--- src/design/ida_pkg.sv ---
// ida_pkg: shared constants, types and helpers for the id bitmap allocator
// no dependencies; imported by every module of the block

package ida_pkg;

    localparam int NUM_IDS   = 1024;
    localparam int WORD_BITS = 32;
    localparam int NWORDS    = NUM_IDS / WORD_BITS;
    localparam int ID_W      = 10;
    localparam int WADDR_W   = $clog2(NWORDS);
    localparam int BIT_W     = $clog2(WORD_BITS);

    localparam logic ACT_ALLOC   = 1'b0;
    localparam logic ACT_RELEASE = 1'b1;

    localparam logic STATUS_OK   = 1'b0;
    localparam logic STATUS_FAIL = 1'b1;

    typedef logic [WORD_BITS-1:0] word_t;
    typedef logic [WADDR_W-1:0]   waddr_t;
    typedef logic [BIT_W-1:0]     bidx_t;
    typedef logic [ID_W-1:0]      id_t;

    // find-first-zero result
    typedef struct packed {
        logic  found;
        bidx_t idx;
    } ffz_t;

    // value of a bitmap word that was never written since reset: only id 0 is used
    function automatic word_t word_reset_value(input waddr_t addr);
        word_t v;
        v = '0;
        if (addr == '0)
        begin
            v = word_t'(1);
        end
        return v;
    endfunction

endpackage

--- src/design/ida_bitmap.sv ---
// ida_bitmap: used-bit bitmap storage, one write and one registered read port
// per-word valid bits make unwritten words read as their reset value; uses ida_pkg

module ida_bitmap (
    input  logic            clk,
    input  logic            rst_n,
    input  logic            rd_en,
    input  ida_pkg::waddr_t rd_addr,
    output ida_pkg::word_t  rd_data,
    input  logic            wr_en,
    input  ida_pkg::waddr_t wr_addr,
    input  ida_pkg::word_t  wr_data
);
    import ida_pkg::*;

    word_t               mem_reg [NWORDS];
    logic [NWORDS-1:0]   valid_reg;
    word_t               raw_reg;
    logic                raw_valid_reg;
    waddr_t              raddr_reg;

    always_ff @(posedge clk)
    begin
        if (wr_en)
        begin
            mem_reg[wr_addr] <= wr_data;
        end
        if (rd_en)
        begin
            raw_reg   <= mem_reg[rd_addr];
            raddr_reg <= rd_addr;
        end
    end

    always_ff @(posedge clk or negedge rst_n)
    begin
        if (!rst_n)
        begin
            valid_reg     <= '0;
            raw_valid_reg <= 1'b0;
        end
        else
        begin
            if (wr_en)
            begin
                valid_reg[wr_addr] <= 1'b1;
            end
            if (rd_en)
            begin
                raw_valid_reg <= valid_reg[rd_addr];
            end
        end
    end

    assign rd_data = raw_valid_reg ? raw_reg : word_reset_value(raddr_reg);

endmodule

--- src/design/ida_ffz.sv ---
// ida_ffz: find-first-zero unit, shared by every step of the word scan
// pure combinational priority encoder; uses ida_pkg

module ida_ffz (
    input  ida_pkg::word_t word_in,
    output ida_pkg::ffz_t  result
);
    import ida_pkg::*;

    always_comb
    begin
        result = '0;
        // walk down so the lowest clear bit wins
        for (int i = WORD_BITS - 1; i >= 0; i--)
        begin
            if (!word_in[i])
            begin
                result.found = 1'b1;
                result.idx   = bidx_t'(i);
            end
        end
    end

endmodule

--- src/design/id_bitmap_allocator.sv ---
// id_bitmap_allocator: next-fit id allocator, top level with the scan sequencer
// instantiates ida_bitmap and ida_ffz; uses ida_pkg

// One input word is either an allocate or a release request, and each request
// gives exactly one result word. A release reads the bitmap word in the accept
// cycle and then, in the S_REL state, writes it back with the bit cleared and
// registers its result word, waiting there while the output register is full.
// An allocate reads one bitmap word per cycle through the single read port,
// starting at the word that holds the id after the last released one and
// wrapping around. It stops at the first word with a free bit or after a full
// sweep of all NWORDS words, and registers its result word once the output
// register is free; a sweep of the ring without a free bit returns status 1
// and id 0. The block takes one request at a time: in_ready is high only while
// no request is in work, but a finished result may still wait in the output
// register, and a request that finishes while that word is still held waits in
// place until out_ready frees it. Right after reset only id 0 is marked used,
// and the block is ready at once, with no clearing pass.

module id_bitmap_allocator (
    input  logic          clk,
    input  logic          rst_n,
    input  logic          in_valid,
    output logic          in_ready,
    input  logic          action,
    input  ida_pkg::id_t  id_in,
    output logic          out_valid,
    input  logic          out_ready,
    output ida_pkg::id_t  id_out,
    output logic          status
);
    import ida_pkg::*;

    localparam logic [1:0] S_IDLE = 2'd0;
    localparam logic [1:0] S_REL  = 2'd1;
    localparam logic [1:0] S_SCAN = 2'd2;

    logic [1:0] state_reg, state_next;
    waddr_t     waddr_reg, waddr_next;
    waddr_t     count_reg, count_next;
    id_t        rel_id_reg, rel_id_next;
    id_t        last_rel_reg, last_rel_next;
    logic       out_valid_reg, out_valid_next;
    id_t        id_out_reg, id_out_next;
    logic       status_reg, status_next;

    logic       rd_en;
    waddr_t     rd_addr;
    word_t      rd_data;
    logic       wr_en;
    word_t      wr_data;
    ffz_t       ffz;

    logic              out_free;
    logic [ID_W:0]     start_full;
    id_t               start_id;
    logic              rel_in_range;
    waddr_t            waddr_inc;

    ida_bitmap u_bitmap (
        .clk     (clk),
        .rst_n   (rst_n),
        .rd_en   (rd_en),
        .rd_addr (rd_addr),
        .rd_data (rd_data),
        .wr_en   (wr_en),
        .wr_addr (waddr_reg),
        .wr_data (wr_data)
    );

    ida_ffz u_ffz (
        .word_in (rd_data),
        .result  (ffz)
    );

    assign in_ready  = (state_reg == S_IDLE);
    assign out_valid = out_valid_reg;
    assign id_out    = id_out_reg;
    assign status    = status_reg;

    assign out_free = !out_valid_reg || out_ready;

    // next-fit start point wraps to 0 past the top id
    assign start_full   = {1'b0, last_rel_reg} + (ID_W+1)'(1);
    assign start_id     = (start_full >= (ID_W+1)'(NUM_IDS)) ? '0 : start_full[ID_W-1:0];
    assign rel_in_range = ({1'b0, rel_id_reg} < (ID_W+1)'(NUM_IDS));
    assign waddr_inc    = (waddr_reg == waddr_t'(NWORDS - 1)) ? '0 : waddr_reg + waddr_t'(1);

    always_comb
    begin
        state_next     = state_reg;
        waddr_next     = waddr_reg;
        count_next     = count_reg;
        rel_id_next    = rel_id_reg;
        last_rel_next  = last_rel_reg;
        out_valid_next = out_valid_reg && !out_ready;
        id_out_next    = id_out_reg;
        status_next    = status_reg;
        rd_en          = 1'b0;
        rd_addr        = waddr_reg;
        wr_en          = 1'b0;
        wr_data        = rd_data;

        unique case (state_reg)
            S_IDLE:
            begin
                if (in_valid)
                begin
                    rd_en = 1'b1;
                    if (action == ACT_RELEASE)
                    begin
                        rd_addr     = waddr_t'(id_in >> BIT_W);
                        rel_id_next = id_in;
                        state_next  = S_REL;
                    end
                    else
                    begin
                        rd_addr    = waddr_t'(start_id >> BIT_W);
                        count_next = '0;
                        state_next = S_SCAN;
                    end
                    waddr_next = rd_addr;
                end
            end
            S_REL:
            begin
                if (out_free)
                begin
                    if (rel_in_range)
                    begin
                        wr_en         = 1'b1;
                        wr_data       = rd_data & ~(word_t'(1) << bidx_t'(rel_id_reg));
                        last_rel_next = rel_id_reg;
                    end
                    out_valid_next = 1'b1;
                    id_out_next    = rel_id_reg;
                    status_next    = STATUS_OK;
                    state_next     = S_IDLE;
                end
            end
            S_SCAN:
            begin
                if (ffz.found)
                begin
                    if (out_free)
                    begin
                        wr_en          = 1'b1;
                        wr_data        = rd_data | (word_t'(1) << ffz.idx);
                        out_valid_next = 1'b1;
                        id_out_next    = id_t'({waddr_reg, ffz.idx});
                        status_next    = STATUS_OK;
                        state_next     = S_IDLE;
                    end
                end
                else if (count_reg == waddr_t'(NWORDS - 1))
                begin
                    if (out_free)
                    begin
                        out_valid_next = 1'b1;
                        id_out_next    = '0;
                        status_next    = STATUS_FAIL;
                        state_next     = S_IDLE;
                    end
                end
                else
                begin
                    // word full: fetch the next one around the ring
                    rd_en      = 1'b1;
                    rd_addr    = waddr_inc;
                    waddr_next = waddr_inc;
                    count_next = count_reg + waddr_t'(1);
                end
            end
            default:
            begin
                state_next = S_IDLE;
            end
        endcase
    end

    always_ff @(posedge clk or negedge rst_n)
    begin
        if (!rst_n)
        begin
            state_reg     <= S_IDLE;
            last_rel_reg  <= '0;
            out_valid_reg <= 1'b0;
        end
        else
        begin
            state_reg     <= state_next;
            last_rel_reg  <= last_rel_next;
            out_valid_reg <= out_valid_next;
        end
    end

    always_ff @(posedge clk)
    begin
        waddr_reg  <= waddr_next;
        count_reg  <= count_next;
        rel_id_reg <= rel_id_next;
        id_out_reg <= id_out_next;
        status_reg <= status_next;
    end

endmodule

--- config.mk ---
export PLATFORM = sky130hd
export DESIGN_NAME = id_bitmap_allocator
export DESIGN_NICKNAME = d
export VERILOG_FILES = /design/src/design/ida_pkg.sv /design/src/design/ida_bitmap.sv /design/src/design/ida_ffz.sv /design/src/design/id_bitmap_allocator.sv
export SDC_FILE = /design/constraint.sdc
export NUM_CORES = 2
export LEC_CHECK = 0
export ABC_CLOCK_PERIOD_IN_PS = 14000
export BUFFER_PORTS_ARGS = -buffer_cell sky130_fd_sc_hd__buf_2
export CAP_MARGIN = 15
export CORE_MARGIN = 3
export CORE_UTILIZATION = 41
export DETAILED_ROUTE_END_ITERATION = 6
export GPL_TIMING_DRIVEN = 0
export SLEW_MARGIN = 10
export SYNTH_ARGS = -nofsm -noshare
export SYNTH_HDL_FRONTEND = slang
export SYNTH_HIERARCHICAL = 1
export SYNTH_SLANG_ARGS = --single-unit
--- constraint.sdc ---
create_clock -name clk -period 14 [get_ports clk]
set_input_delay 0 -clock clk [delete_from_list [all_inputs] [get_ports clk]]
set_output_delay 0 -clock clk [all_outputs]
set_load 0.005 [all_outputs]
## Yosys cells after proc, flatten, opt, wreduce, memory -nomap -nowiden

Memory sizes are Yosys's and may differ from the RTL's. A register that Yosys moved wholly into a read port is not among the register bits.
Cells that the tools add are included.

| word-level totals | value |
|---|---|
| flip-flop bits (word level) | 82 |
| RAM bits | 1024 |
| output and inout bits | 13 |
| memories | 1 |

Memory list:

| memory | depth | width | rd ports | clocked after Yosys merged registers in | write ports | RTL line | text |
|---|---|---|---|---|---|---|---|
| u_bitmap.mem_reg | 32 | 32 | 1 | 1 | 1 | ida_bitmap.sv:16 | `word_t mem_reg [NWORDS];` |

| cells by class | value |
|---|---|
| add/sub/neg operators | 3 |
| magnitude comparators | 4 |
| eq/ne operators | 12 |
| shift operators | 2 |
| mux-type cells | 84 |
| bitwise operators | 4 |
| reduce and logical (&&, ||, !) cells | 15 |

Operator list:

| kind | number |
|---|---|
| 6-bit 2-to-1 mux | 32 |
| 32-bit 2-to-1 mux | 4 |
| 32-bit bitwise OR | 2 |
| 32-bit one-hot mux with 2 select lines | 1 |
| 1-bit by 5-bit left shift with 32-bit output (first input constant) | 2 |
| 10-bit 2-to-1 mux | 6 |
| 5-bit 2-to-1 mux | 9 |
| 32-bit AND | 1 |
| 32-bit NOT | 1 |
| 10-bit one-hot mux with 2 select lines | 1 |
| 5-bit one-hot mux with 2 select lines | 2 |
| 1-bit 2-to-1 mux | 17 |
| 5-bit by 6-bit < comparator with 1-bit output (second input constant) | 2 |
| 2-bit != test (second input constant) | 6 |
| 10-bit by 1-bit adder with 11-bit output (second input constant) | 1 |
| 11-bit >= comparator (second input constant) | 1 |
| 5-bit by 1-bit adder with 5-bit output (second input constant) | 2 |
| 5-bit equality test (second input constant) | 2 |
| 2-bit 2-to-1 mux | 5 |
| 1-bit one-hot mux with 2 select lines | 4 |
| 3-bit != test (second input constant) | 2 |
| 2-bit one-hot mux with 3 select lines | 1 |
| 3-bit AND reduction | 2 |
| 1-bit binary-select mux with 5-bit select | 1 |
| other kinds (13) | 17 |

## Logic depth before layout (Yosys ltp)

| logic depth | value |
|---|---|
| depth in word-level cells | 40 |
| mapped depth | 20 |
| depth with buffers taken out | 15 |

## Cells and area by module

The synthesis kept the hierarchy.

Modules (own cells, without submodules):

| module | times used | cells each | area each (µm²) | sequential area each (µm²) |
|---|---|---|---|---|
| ida_bitmap | 1 | 1679 | 41574.9 | 32686.3 |
| id_bitmap_allocator | 1 | 301 | 2859.0 | 1206.2 |
| ida_ffz | 1 | 68 | 382.9 | 0.0 |

## Least setup slack after synthesis

Ideal clock, no wire load.

| timing path | value |
|---|---|
| path type | register to register |
| start point | reg u_bitmap.raddr_reg[0] |
| end point | reg u_bitmap.raw_reg[31] (read register of u_bitmap.mem_reg), data pin |
| data arrival time | 4.723 ns |
| required time | 13.740 ns |
| setup slack | 9.017 ns |
| cell stages (with the launch flop) | 17 |
| buffers on the path | 3 |
| cells stage by stage | edfxtp_1 > or4_1 > o31ai_1 > nand4_1 > or3_4 > nor3_1 > nand2_1 > buf_4 > or3b_2 > nor3_1 > a221oi_1 > o21ai_0 > clkbuf_1 > buf_2 > mux4_2 > mux4_2 > mux2_2 |

RTL lines:

| what | RTL line | text |
|---|---|---|
| start: declaration | ida_bitmap.sv:20 | `waddr_t raddr_reg;` |
| start signal: assignment | ida_bitmap.sv:31 | `raddr_reg <= rd_addr;` |
| end: declaration | ida_bitmap.sv:18 | `word_t raw_reg;` |

==> summary.md <==
| Metric | Value |
|---|---|
| Status | finished, final reports clean |
| Global route overflow | 0 |
| Core box area | 0.108 mm² |
| Post-DP HPWL | 76.5 mm |
| Most frequent cells in the layout | 1087 x edfxtp_1, 320 x mux4_2, 111 x clkbuf_16 |
| YS warnings | 6 |
| DIE WIDTH | 337 µm |
| CTS Buf Count | 111 |
| CTS tree | yes |
| Max layer used | met5 |
| Worst hold path type | in -> reg |
| Initial antenna violation count | 3 |
| GRT Resource Usage Total | 20.4% |
| Req. time, crit path | 14.41 ns |
| Max clock buf depth | 3 |
| Row count | 120 |
| Residual DRC | 0 |
| Main synth FF type | edfxtp_1 |
| EDFF count, synth | 1087 |
| Clk sinks | 1138 |
| Min-Delay Path Depth | 2 |
| NumNets Final | 2286 |
| Kind of critical path | reg -> reg |
| Register-to-register setup slack | 6.47 ns |
| Final Power | 11.9 mW |
| Cells resized by post-CTS repair | 0 |
| Register area share after synthesis | 75.6% |
| Routed len/inst | 30.1 µm |
| Ys async rst share | 4.04% |
| Die ar. | 0.113 mm² |
| Max-slew headroom | 17.6% |
| Worst-skew pair later-pin latency | 0.69 ns |
| P_leak | 16.3 nW |
| Slew Limit Fails | 0 |
| CP Capture Type | flop |
| Crit path max fanout | 10 |
| Post-DRT Antenna Nets | 0 |
| Met2 wire length | 53.1 mm |
| Pre-CTS WS | 6.75 ns |
| Pwr per Cell Area | 229 mW/mm² |
| WL met1 | 48.2 mm |
| Synth cell types | 66 |
| Max Fclk | 133 MHz |
| Worst-path clk slew | 0.07 ns |
| Syn_nets | 2070 |
| DR WL met3 | 8.85 mm |
| Min Tclk post-route | 7.53 ns |
| Worst EP arrival | 7.94 ns |
| Period utilization | 53.8% |
| Max FFs per register | 1024 |
| Hold_ws | 0.0716 ns |
| Clock Skews | 0.0290 ns |
| Endpoints failing setup | 0 |
| Number of I/O port buffers | 26 |
| Drt first pass iters | 5 |
| Via count | 22100 |
| Cell at the root of the clock tree | clkbuf_16 |
| Post-Route WL | 113 mm |
| Pin count of the biggest net entering global routing | 47 |
| Most common cell after layout, fill and taps aside | edfxtp_1 |
| #FFs+latches synth | 1138 |
| Syn Inst Count | 2048 |
| Syn Area/Cell | 21.9 µm² |
| Global-route wire length before repair | 164 mm |
| Startpoint type of the worst setup path | flop |
| Num ports | 28 |
| GP Congestion | 0.924 |
| TNS Setup | 0 ns |
| Die Y | 337 µm |
| DR vias/cell | 5.87 |
| Hold Violations, Final | 0 |
| Synth Cell Area | 0.0448 mm² |
| 1st-iter DRT viols | 2665 |
| Area delta synth->final | 15.8% |
| Initial Utilization | 41.6% |
| MaxCap Viol Count | 0 |
| RSZ-0062 raised after global routing | false |
| Pin slew with the least headroom to its limit | 1.24 ns |
| R2R depth | 16 |
| Vias in the first global route | 22700 |
| Worst vdd ir | 128 µV |
| Post-route setup slack | 6.47 ns |
| Layout cells sized above 1 | 32.2% |
| H-tree levels | 3 |
## logic make-up after synthesis
kind of cell | Yosys count | synth area share (%)
flops | 1138 | 75.6
mux | 376 | 17.4
simple gates | 276 | 3.45
compound gates | 125 | 1.91
buf+inv | 119 | 1.25
xor+xnor | 7 | 0.137
fa+ha+maj | 7 | 0.195
## metrics by stage
stage | cells | util [%] | area [µm²]
after floorplan | 2048 | - | 44800
after global placement | 3477 | 43.3 | 46700
after detailed placement | 3532 | 44.6 | 48000
after CTS | 3750 | 48.0 | 51800
after global routing | 3757 | 48.1 | 51900
final | 3762 | 48.1 | 51900
## cell usage after synthesis (all sizes together) (2+ instances only)
library cell,instances,share of area (%)
a211oi,2,0.033
a21oi,15,0.17
a221oi,2,0.039
a22o,6,0.12
a22oi,7,0.12
a31oi,5,0.070
a32o,16,0.36
and2,36,0.50
and3,4,0.056
and4,2,0.039
buf,47,0.64
clkbuf,53,0.45
dfrtp,46,2.6
dfxtp,5,0.22
edfxtp,1087,73
ha,7,0.20
inv,18,0.15
mux2,38,0.95
mux2i,18,0.40
mux4,320,16
nand2,53,0.47
nand2b,11,0.15
nand3,18,0.20
nand3b,5,0.084
nand4,16,0.26
nor2,53,0.44
nor2b,6,0.084
nor3,13,0.19
nor3b,2,0.033
nor4,2,0.056
o211ai,16,0.27
o21ai,42,0.47
o311ai,4,0.078
or2,40,0.56
or3,6,0.095
or3b,4,0.078
xnor2,3,0.059
xor2,4,0.078
## path summary, 6_finish.rpt
check                                        from                      to
max                         u_bitmap/raddr_reg[0]     u_bitmap/raw_reg[3]
min                                      id_in[9]           rel_id_reg[9]
max reg2reg                 u_bitmap/raddr_reg[0]     u_bitmap/raw_reg[3]
min reg2reg                u_bitmap/valid_reg[12]  u_bitmap/valid_reg[12]
max in group asynchronous                   rst_n  u_bitmap/valid_reg[22]
min in group asynchronous                   rst_n               out_valid
## power by group
part	internal (mW)	leakage, nW	total (mW)	switching [mW]
combinational	1.77	3.96	4.25	2.48
clock	1.68	1.75	2.94	1.26
sequential	4.57	10.6	4.68	0.108
total	8.02	16.3	11.9	3.84
## layer usage
metal / track usage [%] / vias to the layer above
li1: - / 9075
met1: 29.4 / 11900
met2: 31.7 / 948
met3: 3.76 / 167
met4: 6.50 / 2
met5: 0 / -
## worst max-delay path, stage by stage, from the launching register on
cell	delay, ns
edfxtp_1	0.37
or4_1	0.52
o31ai_1	0.58
nand4_1	0.24
or3_4	0.45
nor3_1	0.19
nand2_1	0.09
buf_4	0.19
nor3b_1	0.59
a222oi_1	0.24
o21ai_0	0.26
clkbuf_1	0.47
clkbuf_1	0.81
clkbuf_1	0.94
mux4_2	0.42
mux4_2	0.51
mux2_2	0.33
## cell type report
cell class | instances | area, µm²
plain buffers | 100 | 489
clock buffers | 134 | 2900
diodes | 5 | 12.5
inverters | 19 | 71.3
multi-input cells | 791 | 10700
flip-flops and latches | 1138 | 33900
repair buffers | 103 | 1410
fillers | 8634 | 55900
clock inverters | 69 | 681
well taps | 1403 | 1760
## timing repair
| item | in CTS | in global routing |
|---|---|---|
| endpoints found under the setup margin | 0 | 0 |
| buffers inserted | 0 | 0 |
| hold buffers | 15 | 1 |
| endpoints found under the hold margin | 72 | 10 |
(Power assumes the default switching activity.)
